$ cat src/rtl/clex_pkg.sv
// Shared types, widths, token kind codes and keyword tables for the lexer.
// No dependencies; every other lexer file imports this package.
`default_nettype none

package clex_pkg;

    // Field widths.
    localparam int BYTE_W = 8;
    localparam int KIND_W = 4;
    localparam int OFFS_W = 32;
    localparam int LEN_W  = 8;
    localparam int LINE_W = 32;
    localparam int CFG_W  = 16;

    // Defaults for top-level parameters.
    localparam int DEF_MAX_TOKEN_LEN = 255;
    localparam int DEF_QUEUE_DEPTH   = 4;

    // Line counter value after reset.
    localparam logic [LINE_W-1:0] LINE_RESET = LINE_W'(1);

    // Token kind codes.
    localparam logic [KIND_W-1:0] KIND_UNKNOWN    = 4'd0;
    localparam logic [KIND_W-1:0] KIND_COMMA      = 4'd1;
    localparam logic [KIND_W-1:0] KIND_SEMI       = 4'd2;
    localparam logic [KIND_W-1:0] KIND_LPAREN     = 4'd3;
    localparam logic [KIND_W-1:0] KIND_RPAREN     = 4'd4;
    localparam logic [KIND_W-1:0] KIND_LBRACKET   = 4'd5;
    localparam logic [KIND_W-1:0] KIND_RBRACKET   = 4'd6;
    localparam logic [KIND_W-1:0] KIND_LBRACE     = 4'd7;
    localparam logic [KIND_W-1:0] KIND_RBRACE     = 4'd8;
    localparam logic [KIND_W-1:0] KIND_INTROSPECT = 4'd9;
    localparam logic [KIND_W-1:0] KIND_STRING     = 4'd13;
    localparam logic [KIND_W-1:0] KIND_IDENT      = 4'd14;
    localparam logic [KIND_W-1:0] KIND_EOF        = 4'd15;

    // Keyword choice codes (same order as the keyword kind codes).
    localparam logic [1:0] KW_INTROSPECT = 2'd0;
    localparam logic [1:0] KW_STRUCT     = 2'd1;
    localparam logic [1:0] KW_ENUM       = 2'd2;
    localparam logic [1:0] KW_UNION      = 2'd3;

    // Keyword spellings, left aligned in ten character slots.
    localparam logic [79:0] KW_TEXT_INTROSPECT = "introspect";
    localparam logic [79:0] KW_TEXT_STRUCT     = {"struct", 32'h0};
    localparam logic [79:0] KW_TEXT_ENUM       = {"enum", 48'h0};
    localparam logic [79:0] KW_TEXT_UNION      = {"union", 40'h0};

    // One token as it travels from the front end to the output stage.
    typedef struct packed {
        logic [KIND_W-1:0] kind;
        logic [OFFS_W-1:0] start;
        logic [LEN_W-1:0]  len;
        logic [LINE_W-1:0] line;
        logic              runaway;
    } token_t;

    // All tokens caused by one byte: one or two.
    typedef struct packed {
        logic   two;
        token_t first;
        token_t second;
    } entry_t;

    // Queue status seen by both sides.
    typedef struct packed {
        logic full;
        logic empty;
    } q_status_t;

    // Spelling length of a keyword.
    function automatic logic [3:0] kw_len(input logic [1:0] choice);
        logic [3:0] res;
        case (choice)
            KW_INTROSPECT: res = 4'd10;
            KW_STRUCT:     res = 4'd6;
            KW_ENUM:       res = 4'd4;
            KW_UNION:      res = 4'd5;
            default:       res = 4'd0;
        endcase
        return res;
    endfunction

    // Character at a position of a keyword; zero past the tenth character.
    function automatic logic [7:0] kw_char(input logic [1:0] choice, input logic [3:0] pos);
        logic [79:0] text;
        logic [79:0] shifted;
        case (choice)
            KW_INTROSPECT: text = KW_TEXT_INTROSPECT;
            KW_STRUCT:     text = KW_TEXT_STRUCT;
            KW_ENUM:       text = KW_TEXT_ENUM;
            KW_UNION:      text = KW_TEXT_UNION;
            default:       text = '0;
        endcase
        shifted = text << {pos, 3'b000};
        return (pos > 4'd9) ? 8'h00 : shifted[79:72];
    endfunction

endpackage

`default_nettype wire

$ cat src/rtl/clex_if.sv
// Handshake channels of the lexer: source bytes, tokens and configuration.
// Uses widths from clex_pkg.
`default_nettype none

interface clex_byte_if;
    import clex_pkg::*;
    logic              valid;
    logic              ready;
    logic [BYTE_W-1:0] source_byte;
    logic              end_of_input;

    modport source (output valid, output source_byte, output end_of_input, input ready);
    modport sink   (input valid, input source_byte, input end_of_input, output ready);
endinterface

interface clex_token_if;
    import clex_pkg::*;
    logic              valid;
    logic              ready;
    logic [KIND_W-1:0] token_kind;
    logic [OFFS_W-1:0] start_offset;
    logic [LEN_W-1:0]  token_length;
    logic [LINE_W-1:0] line_number;
    logic              runaway_comment;
    logic              last_result;

    modport source (output valid, output token_kind, output start_offset,
                    output token_length, output line_number, output runaway_comment,
                    output last_result, input ready);
    modport sink   (input valid, input token_kind, input start_offset,
                    input token_length, input line_number, input runaway_comment,
                    input last_result, output ready);
endinterface

interface clex_cfg_if;
    import clex_pkg::*;
    logic             valid;
    logic             ready;
    logic [CFG_W-1:0] first_line;

    modport source (output valid, output first_line, input ready);
    modport sink   (input valid, input first_line, output ready);
endinterface

`default_nettype wire

$ cat src/rtl/clex_front.sv
// Front end of the lexer: accepts one byte per cycle while the queue is not full, runs the lexing state
// machine and writes the tokens each byte causes into the queue. Uses clex_pkg.
`default_nettype none

module clex_front
    import clex_pkg::*;
#(
    parameter int MAX_TOKEN_LEN = DEF_MAX_TOKEN_LEN
)(
    input  wire logic       clk,
    input  wire logic       rst_n,
    clex_byte_if.sink       text,
    clex_cfg_if.sink        cfg,
    input  wire q_status_t  q_stat,
    output logic            push,
    output entry_t          entry
);

    // Lexer modes.
    localparam logic [2:0] MODE_IDLE    = 3'd0;
    localparam logic [2:0] MODE_SLASH   = 3'd1;
    localparam logic [2:0] MODE_LINE    = 3'd2;
    localparam logic [2:0] MODE_BLOCK   = 3'd3;
    localparam logic [2:0] MODE_STAR    = 3'd4;
    localparam logic [2:0] MODE_KEYWORD = 3'd5;
    localparam logic [2:0] MODE_IDENT   = 3'd6;
    localparam logic [2:0] MODE_STRING  = 3'd7;

    // Characters with a meaning of their own.
    localparam logic [7:0] CH_COMMA    = 8'h2C;
    localparam logic [7:0] CH_SEMI     = 8'h3B;
    localparam logic [7:0] CH_LPAREN   = 8'h28;
    localparam logic [7:0] CH_RPAREN   = 8'h29;
    localparam logic [7:0] CH_LBRACKET = 8'h5B;
    localparam logic [7:0] CH_RBRACKET = 8'h5D;
    localparam logic [7:0] CH_LBRACE   = 8'h7B;
    localparam logic [7:0] CH_RBRACE   = 8'h7D;
    localparam logic [7:0] CH_SLASH    = 8'h2F;
    localparam logic [7:0] CH_STAR     = 8'h2A;
    localparam logic [7:0] CH_QUOTE    = 8'h22;
    localparam logic [7:0] CH_BSLASH   = 8'h5C;
    localparam logic [7:0] CH_NEWLINE  = 8'h0A;
    localparam logic [7:0] CH_SPACE    = 8'h20;
    localparam logic [7:0] CH_UNDER    = 8'h5F;
    localparam logic [7:0] CH_I        = 8'h69;
    localparam logic [7:0] CH_S        = 8'h73;
    localparam logic [7:0] CH_E        = 8'h65;
    localparam logic [7:0] CH_U        = 8'h75;

    localparam logic [LEN_W-1:0] LEN_MAX = LEN_W'(MAX_TOKEN_LEN);

    logic [2:0]        mode_reg, mode_next;
    logic [3:0]        kw_prog_reg, kw_prog_next;
    logic [1:0]        kw_choice_reg, kw_choice_next;
    logic [OFFS_W-1:0] tok_start_reg, tok_start_next;
    logic [LEN_W-1:0]  tok_len_reg, tok_len_next;
    logic [LINE_W-1:0] tok_line_reg, tok_line_next;
    logic [OFFS_W-1:0] offset_reg, offset_next;
    logic [LINE_W-1:0] line_count_reg, line_count_next;
    logic              esc_reg, esc_next;

    logic              accept;
    logic [7:0]        b;
    logic              emit_a, emit_b;
    token_t            tok_a, tok_b;

    assign text.ready = !q_stat.full;
    assign cfg.ready  = 1'b1;
    assign accept     = text.valid && text.ready;
    assign b          = text.source_byte;

    // Next lexer state and the tokens of this byte. Slot a holds a token that
    // closes a pending identifier, keyword or string; slot b holds the token
    // of the byte itself when lexed from the idle mode, or the end-of-input token.
    always_comb
    begin
        logic       go_idle;
        logic       ident_path;
        logic       kw_match;
        logic [3:0] kw_prog_inc;
        logic [LEN_W-1:0] len_grown;
        logic       punct;
        logic [KIND_W-1:0] punct_kind;
        logic       is_alpha;
        logic       is_digit;
        logic       is_space;

        mode_next       = mode_reg;
        kw_prog_next    = kw_prog_reg;
        kw_choice_next  = kw_choice_reg;
        tok_start_next  = tok_start_reg;
        tok_len_next    = tok_len_reg;
        tok_line_next   = tok_line_reg;
        offset_next     = offset_reg;
        line_count_next = line_count_reg;
        esc_next        = esc_reg;
        emit_a          = 1'b0;
        emit_b          = 1'b0;
        tok_a           = '0;
        tok_b           = '0;
        go_idle         = 1'b0;
        ident_path      = 1'b0;

        is_alpha   = (b inside {[8'h61:8'h7A], [8'h41:8'h5A]});
        is_digit   = (b inside {[8'h30:8'h39]});
        is_space   = (b inside {[8'h09:8'h0D], CH_SPACE});
        len_grown  = (tok_len_reg < LEN_MAX) ? tok_len_reg + LEN_W'(1) : tok_len_reg;
        kw_prog_inc = kw_prog_reg + 4'd1;
        kw_match   = (kw_prog_reg < kw_len(kw_choice_reg)) &&
                     (b == kw_char(kw_choice_reg, kw_prog_reg));

        punct = 1'b1;
        case (b)
            CH_COMMA:    punct_kind = KIND_COMMA;
            CH_SEMI:     punct_kind = KIND_SEMI;
            CH_LPAREN:   punct_kind = KIND_LPAREN;
            CH_RPAREN:   punct_kind = KIND_RPAREN;
            CH_LBRACKET: punct_kind = KIND_LBRACKET;
            CH_RBRACKET: punct_kind = KIND_RBRACKET;
            CH_LBRACE:   punct_kind = KIND_LBRACE;
            CH_RBRACE:   punct_kind = KIND_RBRACE;
            default:
            begin
                punct      = 1'b0;
                punct_kind = KIND_UNKNOWN;
            end
        endcase

        if (accept && text.end_of_input)
        begin
            // End of input closes whatever is open, then reports itself.
            case (mode_reg)
                MODE_KEYWORD, MODE_IDENT:
                begin
                    emit_a = 1'b1;
                    tok_a  = '{KIND_IDENT, tok_start_reg, tok_len_reg, tok_line_reg, 1'b0};
                end
                MODE_STRING:
                begin
                    emit_a = 1'b1;
                    tok_a  = '{KIND_STRING, tok_start_reg, tok_len_reg, tok_line_reg, 1'b0};
                end
                default:
                begin
                end
            endcase
            emit_b = 1'b1;
            tok_b  = '{KIND_EOF, offset_reg, '0, line_count_reg,
                       (mode_reg == MODE_LINE || mode_reg == MODE_BLOCK ||
                        mode_reg == MODE_STAR)};
            mode_next    = MODE_IDLE;
            kw_prog_next = '0;
            esc_next     = 1'b0;
        end
        else if (accept)
        begin
            offset_next = offset_reg + OFFS_W'(1);
            case (mode_reg)
                MODE_SLASH:
                begin
                    if (b == CH_SLASH)
                        mode_next = MODE_LINE;
                    else if (b == CH_STAR)
                        mode_next = MODE_BLOCK;
                    else
                        go_idle = 1'b1;
                end
                MODE_LINE:
                begin
                    if (b == CH_NEWLINE)
                    begin
                        line_count_next = line_count_reg + LINE_W'(1);
                        mode_next       = MODE_IDLE;
                    end
                end
                MODE_BLOCK:
                begin
                    if (b == CH_STAR)
                        mode_next = MODE_STAR;
                end
                MODE_STAR:
                begin
                    if (b == CH_SLASH)
                        mode_next = MODE_IDLE;
                    else if (b != CH_STAR)
                        mode_next = MODE_BLOCK;
                end
                MODE_KEYWORD:
                begin
                    if (kw_match)
                    begin
                        kw_prog_next = kw_prog_inc;
                        tok_len_next = len_grown;
                        if (kw_prog_inc >= kw_len(kw_choice_reg))
                        begin
                            emit_a = 1'b1;
                            tok_a  = '{KIND_INTROSPECT + KIND_W'(kw_choice_reg), tok_start_reg,
                                       LEN_W'(kw_len(kw_choice_reg)), tok_line_reg, 1'b0};
                            mode_next    = MODE_IDLE;
                            kw_prog_next = '0;
                        end
                    end
                    else
                    begin
                        mode_next    = MODE_IDENT;
                        kw_prog_next = '0;
                        ident_path   = 1'b1;
                    end
                end
                MODE_IDENT:
                begin
                    ident_path = 1'b1;
                end
                MODE_STRING:
                begin
                    tok_len_next = len_grown;
                    if (esc_reg)
                        esc_next = 1'b0;
                    else if (b == CH_QUOTE)
                    begin
                        emit_a    = 1'b1;
                        tok_a     = '{KIND_STRING, tok_start_reg, len_grown, tok_line_reg, 1'b0};
                        mode_next = MODE_IDLE;
                    end
                    else if (b == CH_BSLASH)
                        esc_next = 1'b1;
                end
                default:
                begin
                    go_idle = 1'b1;
                end
            endcase

            // Identifier continues, or closes and hands the byte to idle.
            if (ident_path)
            begin
                if (is_alpha || is_digit || b == CH_UNDER)
                    tok_len_next = len_grown;
                else
                begin
                    emit_a  = 1'b1;
                    tok_a   = '{KIND_IDENT, tok_start_reg, tok_len_reg, tok_line_reg, 1'b0};
                    go_idle = 1'b1;
                end
            end

            // Byte lexed from the idle mode.
            if (go_idle)
            begin
                mode_next = MODE_IDLE;
                if (punct)
                begin
                    emit_b = 1'b1;
                    tok_b  = '{punct_kind, offset_reg, LEN_W'(1), line_count_reg, 1'b0};
                end
                else if (is_space)
                begin
                    if (b == CH_NEWLINE)
                        line_count_next = line_count_reg + LINE_W'(1);
                end
                else if (b == CH_SLASH)
                    mode_next = MODE_SLASH;
                else if (b == CH_QUOTE)
                begin
                    mode_next      = MODE_STRING;
                    tok_start_next = offset_reg + OFFS_W'(1);
                    tok_line_next  = line_count_reg;
                    tok_len_next   = '0;
                    esc_next       = 1'b0;
                end
                else if (is_alpha || b == CH_UNDER)
                begin
                    tok_start_next = offset_reg;
                    tok_line_next  = line_count_reg;
                    tok_len_next   = LEN_W'(1);
                    kw_prog_next   = 4'd1;
                    mode_next      = MODE_KEYWORD;
                    if (b == CH_I)
                        kw_choice_next = KW_INTROSPECT;
                    else if (b == CH_S)
                        kw_choice_next = KW_STRUCT;
                    else if (b == CH_E)
                        kw_choice_next = KW_ENUM;
                    else if (b == CH_U)
                        kw_choice_next = KW_UNION;
                    else
                        mode_next = MODE_IDENT;
                end
                else
                begin
                    emit_b = 1'b1;
                    tok_b  = '{KIND_UNKNOWN, offset_reg, LEN_W'(1), line_count_reg, 1'b0};
                end
            end
        end

        // A configuration write reloads the line counter.
        if (cfg.valid)
            line_count_next = LINE_W'(cfg.first_line);
    end

    // Pack the tokens of this byte into one queue entry, earliest first.
    always_comb
    begin
        push         = emit_a || emit_b;
        entry.two    = emit_a && emit_b;
        entry.first  = emit_a ? tok_a : tok_b;
        entry.second = tok_b;
    end

    // Lexer state registers.
    always_ff @(posedge clk or negedge rst_n)
    begin
        if (!rst_n)
        begin
            mode_reg       <= MODE_IDLE;
            kw_prog_reg    <= '0;
            kw_choice_reg  <= '0;
            tok_start_reg  <= '0;
            tok_len_reg    <= '0;
            tok_line_reg   <= '0;
            offset_reg     <= '0;
            line_count_reg <= LINE_RESET;
            esc_reg        <= 1'b0;
        end
        else
        begin
            mode_reg       <= mode_next;
            kw_prog_reg    <= kw_prog_next;
            kw_choice_reg  <= kw_choice_next;
            tok_start_reg  <= tok_start_next;
            tok_len_reg    <= tok_len_next;
            tok_line_reg   <= tok_line_next;
            offset_reg     <= offset_next;
            line_count_reg <= line_count_next;
            esc_reg        <= esc_next;
        end
    end

    // End of input always leaves the lexer idle with no escape pending.
    assert property (@(posedge clk) disable iff (!rst_n)
        accept && text.end_of_input |=> mode_reg == MODE_IDLE && !esc_reg)
        else $error("lexer not idle after end of input");

    // A configuration write loads the line counter.
    assert property (@(posedge clk) disable iff (!rst_n)
        cfg.valid |=> line_count_reg == LINE_W'($past(cfg.first_line)))
        else $error("line counter not loaded by configuration write");

endmodule

`default_nettype wire

$ cat src/rtl/clex_queue.sv
// Short queue of token entries between the lexer front end and the output
// stage. One push and one pop per cycle. Uses clex_pkg.
`default_nettype none

module clex_queue
    import clex_pkg::*;
#(
    parameter int DEPTH = DEF_QUEUE_DEPTH
)(
    input  wire logic      clk,
    input  wire logic      rst_n,
    input  wire logic      push,
    input  wire entry_t    push_entry,
    input  wire logic      pop,
    output entry_t         head,
    output q_status_t      status
);

    localparam int AW = (DEPTH > 1) ? $clog2(DEPTH) : 1;
    localparam int CW = $clog2(DEPTH + 1);
    localparam logic [AW-1:0] LAST_PTR = AW'(DEPTH - 1);

    entry_t          mem_reg [DEPTH];
    logic [AW-1:0]   wr_ptr_reg, wr_ptr_next;
    logic [AW-1:0]   rd_ptr_reg, rd_ptr_next;
    logic [CW-1:0]   count_reg, count_next;

    assign head         = mem_reg[rd_ptr_reg];
    assign status.full  = (count_reg == CW'(DEPTH));
    assign status.empty = (count_reg == '0);

    // Pointer and fill count update.
    always_comb
    begin
        wr_ptr_next = wr_ptr_reg;
        rd_ptr_next = rd_ptr_reg;
        count_next  = count_reg;
        if (push)
            wr_ptr_next = (wr_ptr_reg == LAST_PTR) ? '0 : wr_ptr_reg + AW'(1);
        if (pop)
            rd_ptr_next = (rd_ptr_reg == LAST_PTR) ? '0 : rd_ptr_reg + AW'(1);
        if (push && !pop)
            count_next = count_reg + CW'(1);
        else if (pop && !push)
            count_next = count_reg - CW'(1);
    end

    always_ff @(posedge clk or negedge rst_n)
    begin
        if (!rst_n)
        begin
            wr_ptr_reg <= '0;
            rd_ptr_reg <= '0;
            count_reg  <= '0;
        end
        else
        begin
            wr_ptr_reg <= wr_ptr_next;
            rd_ptr_reg <= rd_ptr_next;
            count_reg  <= count_next;
        end
    end

    // Entry storage.
    always_ff @(posedge clk)
    begin
        if (push)
            mem_reg[wr_ptr_reg] <= push_entry;
    end

    // The fill count never passes the depth, nothing is taken when empty and nothing is pushed when full.
    assert property (@(posedge clk) disable iff (!rst_n)
        count_reg <= CW'(DEPTH) && !(pop && status.empty) && !(push && status.full))
        else $error("queue overflow or underflow");

endmodule

`default_nettype wire

$ cat src/rtl/clex_back.sv
// Output stage of the lexer: takes entries from the queue and hands out their
// tokens one per cycle on the token channel while the receiver is ready. Uses clex_pkg.
`default_nettype none

module clex_back
    import clex_pkg::*;
(
    input  wire logic      clk,
    input  wire logic      rst_n,
    input  wire entry_t    head,
    input  wire q_status_t q_stat,
    output logic           pop,
    clex_token_if.source   token
);

    logic   hold_valid_reg, hold_valid_next;
    entry_t hold_reg;
    logic   slot_reg, slot_next;
    logic   taken;
    logic   finish;
    token_t cur;

    assign taken  = token.valid && token.ready;
    // The held entry is done once its last token is taken.
    assign finish = taken && !(hold_reg.two && !slot_reg);
    assign pop    = (!hold_valid_reg || finish) && !q_stat.empty;

    // Hold register control.
    always_comb
    begin
        hold_valid_next = hold_valid_reg;
        slot_next       = slot_reg;
        if (pop)
        begin
            hold_valid_next = 1'b1;
            slot_next       = 1'b0;
        end
        else if (finish)
            hold_valid_next = 1'b0;
        else if (taken)
            slot_next = 1'b1;
    end

    always_ff @(posedge clk or negedge rst_n)
    begin
        if (!rst_n)
        begin
            hold_valid_reg <= 1'b0;
            slot_reg       <= 1'b0;
        end
        else
        begin
            hold_valid_reg <= hold_valid_next;
            slot_reg       <= slot_next;
        end
    end

    always_ff @(posedge clk)
    begin
        if (pop)
            hold_reg <= head;
    end

    // Present the current token of the held entry.
    assign cur                   = slot_reg ? hold_reg.second : hold_reg.first;
    assign token.valid           = hold_valid_reg;
    assign token.token_kind      = cur.kind;
    assign token.start_offset    = cur.start;
    assign token.token_length    = cur.len;
    assign token.line_number     = cur.line;
    assign token.runaway_comment = cur.runaway;
    assign token.last_result     = !(hold_reg.two && !slot_reg);

    // The second slot is only ever shown for an entry that has two tokens.
    assert property (@(posedge clk) disable iff (!rst_n)
        hold_valid_reg && slot_reg |-> hold_reg.two)
        else $error("second token shown for a single-token entry");

endmodule

`default_nettype wire

$ cat src/rtl/c_like_token_lexer.sv
// Top level of the C-like token lexer: front end, entry queue, output stage.
// Depends on clex_pkg, clex_if, clex_front, clex_queue and clex_back.
// Path: a byte's first token goes into the queue storage, then into the hold register of the
// output stage, which shows it; a second token of that byte is shown once the first is taken.
// Throughput: one byte and one token per cycle; input stalls only while the queue is full.
// Reset (rst_n, asynchronous, active low): lexer idle, offsets zero, line counter 1.
`default_nettype none

module c_like_token_lexer
    import clex_pkg::*;
#(
    parameter int MAX_TOKEN_LEN = DEF_MAX_TOKEN_LEN,
    parameter int QUEUE_DEPTH   = DEF_QUEUE_DEPTH
)(
    input  wire logic    clk,
    input  wire logic    rst_n,
    clex_byte_if.sink    text,
    clex_cfg_if.sink     cfg,
    clex_token_if.source token
);

    logic      push;
    logic      pop;
    entry_t    push_entry;
    entry_t    head;
    q_status_t q_stat;

    clex_front #(
        .MAX_TOKEN_LEN(MAX_TOKEN_LEN)
    ) u_front (
        .clk    (clk),
        .rst_n  (rst_n),
        .text   (text),
        .cfg    (cfg),
        .q_stat (q_stat),
        .push   (push),
        .entry  (push_entry)
    );

    clex_queue #(
        .DEPTH(QUEUE_DEPTH)
    ) u_queue (
        .clk        (clk),
        .rst_n      (rst_n),
        .push       (push),
        .push_entry (push_entry),
        .pop        (pop),
        .head       (head),
        .status     (q_stat)
    );

    clex_back u_back (
        .clk    (clk),
        .rst_n  (rst_n),
        .head   (head),
        .q_stat (q_stat),
        .pop    (pop),
        .token  (token)
    );

endmodule

`default_nettype wire
$ cat src/flat_wrapper.sv
// flat-port wrapper written by rule: the top's interface ports become plain ports
module c_like_token_lexer_flat import clex_pkg::*;
#(
    parameter int MAX_TOKEN_LEN = DEF_MAX_TOKEN_LEN,
    parameter int QUEUE_DEPTH   = DEF_QUEUE_DEPTH
)
  (clk, rst_n, text_valid, text_source_byte, text_end_of_input, text_ready, cfg_valid, cfg_first_line, cfg_ready, token_valid, token_token_kind, token_start_offset, token_token_length, token_line_number, token_runaway_comment, token_last_result, token_ready);
  clex_byte_if text_i ();
  clex_cfg_if cfg_i ();
  clex_token_if token_i ();
  input  wire logic clk;
  input  wire logic rst_n;
  input wire logic [$bits(text_i.valid)-1:0] text_valid;
  input wire logic [$bits(text_i.source_byte)-1:0] text_source_byte;
  input wire logic [$bits(text_i.end_of_input)-1:0] text_end_of_input;
  output wire logic [$bits(text_i.ready)-1:0] text_ready;
  input wire logic [$bits(cfg_i.valid)-1:0] cfg_valid;
  input wire logic [$bits(cfg_i.first_line)-1:0] cfg_first_line;
  output wire logic [$bits(cfg_i.ready)-1:0] cfg_ready;
  output wire logic [$bits(token_i.valid)-1:0] token_valid;
  output wire logic [$bits(token_i.token_kind)-1:0] token_token_kind;
  output wire logic [$bits(token_i.start_offset)-1:0] token_start_offset;
  output wire logic [$bits(token_i.token_length)-1:0] token_token_length;
  output wire logic [$bits(token_i.line_number)-1:0] token_line_number;
  output wire logic [$bits(token_i.runaway_comment)-1:0] token_runaway_comment;
  output wire logic [$bits(token_i.last_result)-1:0] token_last_result;
  input wire logic [$bits(token_i.ready)-1:0] token_ready;
  assign text_i.valid = text_valid;
  assign text_i.source_byte = text_source_byte;
  assign text_i.end_of_input = text_end_of_input;
  assign text_ready = text_i.ready;
  assign cfg_i.valid = cfg_valid;
  assign cfg_i.first_line = cfg_first_line;
  assign cfg_ready = cfg_i.ready;
  assign token_valid = token_i.valid;
  assign token_token_kind = token_i.token_kind;
  assign token_start_offset = token_i.start_offset;
  assign token_token_length = token_i.token_length;
  assign token_line_number = token_i.line_number;
  assign token_runaway_comment = token_i.runaway_comment;
  assign token_last_result = token_i.last_result;
  assign token_i.ready = token_ready;
  c_like_token_lexer #(.MAX_TOKEN_LEN(MAX_TOKEN_LEN), .QUEUE_DEPTH(QUEUE_DEPTH)) u_core (.clk(clk), .rst_n(rst_n), .text(text_i), .cfg(cfg_i), .token(token_i));
endmodule
$ cat config.mk
export PLATFORM = sky130hd
export DESIGN_NAME = c_like_token_lexer_flat
export DESIGN_NICKNAME = d
export VERILOG_FILES = /design/src/rtl/clex_pkg.sv /design/src/rtl/clex_if.sv /design/src/rtl/clex_front.sv /design/src/rtl/clex_queue.sv /design/src/rtl/clex_back.sv /design/src/rtl/c_like_token_lexer.sv /design/src/flat_wrapper.sv
export SDC_FILE = /design/constraint.sdc
export NUM_CORES = 1
export LEC_CHECK = 0
export ABC_AREA = 1
export BUFFER_PORTS_ARGS = -buffer_cell sky130_fd_sc_hd__clkbuf_2
export CELL_PAD_IN_SITES_DETAIL_PLACEMENT = 1
export CELL_PAD_IN_SITES_GLOBAL_PLACEMENT = 2
export CORE_UTILIZATION = 42
export CTS_CLUSTER_DIAMETER = 60
export DETAILED_ROUTE_END_ITERATION = 16
export PLACE_DENSITY_LB_ADDON = 0.3
export SYNTH_ARGS = -nofsm -noshare
export SYNTH_HDL_FRONTEND = slang
export SYNTH_HIERARCHICAL = 1
export SYNTH_SLANG_ARGS = --single-unit
$ cat constraint.sdc
create_clock -name clk -period 8.9 [get_ports clk]
set_clock_uncertainty 0.15 [all_clocks]
set_input_delay 0 -clock clk [delete_from_list [all_inputs] [get_ports clk]]
set_output_delay 0 -clock clk [all_outputs]
set_load 0.05 [all_outputs]
==> key figures <==
Status
  – Status: finished clean

Setup path
  – CP Data Arrival Time: 5590 ps
  – Setup crit end kind: flop
  – Worst endpoint required time: 9060 ps
  – Slowest stage delay, CP: 720 ps
  – Max stage delay cell, worst path: inv_6
  – WS Path Type: reg -> reg
  – Startpoint types: flop
  – CP Max Fanout: 87
  – R2R cell count: 21
  – Crit-path cells: inv_1 > ha_1 > inv_2 > ha_1 > or2_2 > a21oi_2 > nand2_1 > nor2_1 > nand2_1 > nor2_2 > nand3_2 > nand2_2 > nand2_2 > nand2_2 > nand4_1 > nand2_2 > inv_2 > nand2_1 > nand2_1 > inv_6 > buf_4

Min path
  – Hold Path Cell Cnt: 6
  – Hold WC Path Type: in -> reg

Synthesis
  – Synth Area in Simple Gates: 17.2%
  – Yosys reg bits: 930
  – Complex-gate fraction of the synthesized area: 9.01%
  – Multiplexer share of the synthesized area: 0%
  – Share of the synthesized area in the top cell type: 54.2%
  – Area leader, netlist: edfxtp_1
  – Mapped Cells: 4218
  – Seq/Total Area, Yosys: a little over three fifths
  – Adder-cell share of the synthesized area: less than 1%
  – Count of different cell masters after synthesis: 50
  – Count leader, synth: nand2_1
  – Synth Cell Area: 42900 um2
  – Number of synthesized flops with an enable pin: 775
  – Synth warnings: 6
  – Xor/xnor share of the synthesized area: 1.35%
  – Syn Area/Cell: around 10 um2
  – Post-synth top cells: nand2_1, edfxtp_1, inv_1
  – Ys async rst share: 16.7%
  – Largest family of logic cells by synthesized area: simple AND/OR/NAND/NOR gates
  – Ys flop type: edfxtp_1
  – Synth top area cells: edfxtp_1, nand2_1, dfrtp_1

Clocking
  – H-tree levels: 3
  – Post-CTS Setup Bufs: 0
  – Hold Buf Count CTS: a little over 80
  – CTS Sinks: 930
  – Clk slew on worst S/H paths: around 60 ps
  – CTS Buf Count: 106
  – CTS root buffer: clkbuf_16
  – Number of gates resized after cts: 0
  – Clock latency on the worst-skew pair: 690 ps
  – Max clock buf depth: 3
  – CTS tree: built

STA
  – Hold WS: 96.2 ps
  – Slew at the pin with the worst max-slew slack: roughly 1200 ps
  – Hold Fails Final Rpt: 0
  – Final Max Slew Viols: 0
  – RSZ-0062 raised after global routing: false
  – Final worst-path cycle share: 61.0%
  – Final WS setup: ~3500 ps
  – Achievable frequency: 184 MHz
  – Final min period: around 5400 ps
  – Slew HR: 22.9%
  – Final setup viols: 0
  – TNS Setup: 0 ps

Route
  – Initial DRC count: around 2000
  – Residual DRC: 0
  – First-pass iteration count of the detailed router: 7
  – Final WL: 116000 um
  – Remaining antenna violation count after routing: 0
  – DR vias: 30000
  – Routed vias/inst: 5.19
  – Drt wl/cell: 20.1 um

Place
  – Routability cong.: 0.809
  – Setup WS pre-CTS: 3440 ps
  – DP HPWL: 69600 um
  – PortBufs: roughly 110
  – Cells after DPL: 5494

Layout
  – Max reg flops: 620
  – Register cell area after layout: around 27000 um2
  – Final std cells w/o fill: 5778
  – Ant. Diodes: 0
  – Nets: 4382
  – Share of layout cells above drive strength 1: 8.19%
  – Multi-input gate area: around 12000 um2
  – Number of fill cells in the layout: 11100
  – Synthesis-to-layout area growth: 12.0%

Power and ir drop
  – Pwr Density: 354 nW/um2
  – Tot Pwr: 17.0 mW
  – Switch share: 40.0%
  – Flop pwr share: 41.3%
  – P_sw: 6.80 mW
  – Worst vdd ir: 0.000232 V
  – Clock share of power: 24.7%
  – Internal power: 10.2 mW
  – Leakage: 20.0 nW
  – Comb pwr share: between 30% and 40%

GRT
  – Largest net degree at the start of global routing: slightly below 300
  – Initial antenna violation count: 3
  – Total track usage: between 20% and 30%
  – Remaining Overflow, GRT: 0
  – First-pass GRT wire length: between 150000 and 200000 um
  – Vias in the first global route: approximately 30000

Die
  – Top Ports: 111
  – Initial core utilization: between 40% and 50%
  – Core area: 101000 um2
  – Die W: between 300 and 400 um
  – Die area: around 100000 um2
  – Die Height: 322 um
  – # rows: about 120

Flow run
  – MaxCap Viol Count: 0
power by group through the flow:
| stage | Combinational, mW | Clock [mW] | Sequential [mW] |
|---|---|---|---|
| floorplan | 4.41 | 0 | 6.98 |
| global placement | 5.67 | 0 | 7.06 |
| detailed placement | 5.81 | 0 | 7.12 |
| CTS | 5.88 | 4.30 | 7.04 |
| global route | 6.39 | 4.46 | 7.15 |
| finish | 5.78 | 4.21 | 7.03 |
cell usage in the layout (no fill, tap or decap), types with 4 or more instances in the layout:
cell	instances
bufinv_16	5
buf_4	31
nand2_2	9
nor3_2	4
o21ai_0	173
clkbuf_1	28
xor2_1	62
clkinv_2	22
dlygate4sd3_1	82
nor2_2	5
nor2_1	175
clkbuf_2	108
inv_6	11
a21oi_1	29
inv_2	14
nand4_1	32
nand2_1	1412
clkinv_4	4
clkbuf_16	107
nand3_1	154
edfxtp_1	775
ha_1	23
nor3_1	37
xnor2_1	4
clkinvlp_4	6
conb_1	8
o21ai_1	75
dfrtp_1	152
clkbuf_8	5
o211ai_1	315
inv_1	485
clkinv_1	19
per-stage QoR:
| stage | util, % | instance area, um2 |
|---|---|---|
| 2_1_floorplan | - | 42900 |
| 3_3_place_gp | 43.6 | 43900 |
| 3_5_place_dp | 43.6 | 43900 |
| 4_1_cts | 47.7 | 48100 |
| 5_1_grt | 47.7 | 48100 |
| 6_report | 47.7 | 48100 |
logic make-up after synthesis:
logic type,Yosys count
other cells,2
buf+inv,744
simple gates,1845
fa+ha+maj,24
compound gates,607
xor+xnor,66
flops,930
layer usage:
layer  part of all wire [%]  global-route usage, %  vias up
met5                      0                      0        -
met4                    2.2                   5.75        0
met3                    3.8                   2.89      162
met2                     49                   38.6      497
met1                     45                   30.5    15000
li1                       -                      -    14300
critical path: cells and delay by family (launching register included):
kind	cells	cell delay, ps
AND/OR/NAND/NOR	13	1870
flip-flops	1	480
AO/OA/AOI/OAI	1	140
adder cells (fa/ha/maj)	2	540
buffers and inverters	5	1740
worst paths after layout:
| check | startpoint | endpoint | slack, ps |
|---|---|---|---|
| setup / recovery | u_core/u_front/kw_choice_reg[1]$_DFFE_PN0P_ | u_core/u_queue/mem_reg[1][56]$_DFFE_PP_ | 3470 |
| hold / removal | text_source_byte[7] | u_core/u_queue/mem_reg[0][73]$_DFFE_PP_ | 100 |
| setup reg to reg | u_core/u_front/kw_choice_reg[1]$_DFFE_PN0P_ | u_core/u_queue/mem_reg[1][56]$_DFFE_PP_ | 3470 |
| hold reg to reg | u_core/u_front/tok_start_reg[4]$_DFFE_PN0P_ | u_core/u_front/tok_start_reg[4]$_DFFE_PN0P_ | 340 |
| max in group asynchronous | rst_n | u_core/u_front/tok_start_reg[3]$_DFFE_PN0P_ | 7350 |
| min in group asynchronous | rst_n | u_core/u_front/line_count_reg[0]$_DFFE_PN1P_ | 310 |
layout make-up:
| cell class | instances | area share (%) |
|---|---|---|
| well taps | 1357 | 3.53 |
| clock buffers | 140 | 5.93 |
| flip-flops and latches | 930 | 56.5 |
| inverters | 514 | 4.12 |
| clock inverters | 61 | 1.07 |
| multi-input cells | 2550 | 25.3 |
| repair buffers | 226 | 3.52 |
Power figures use the tool's default switching activity.
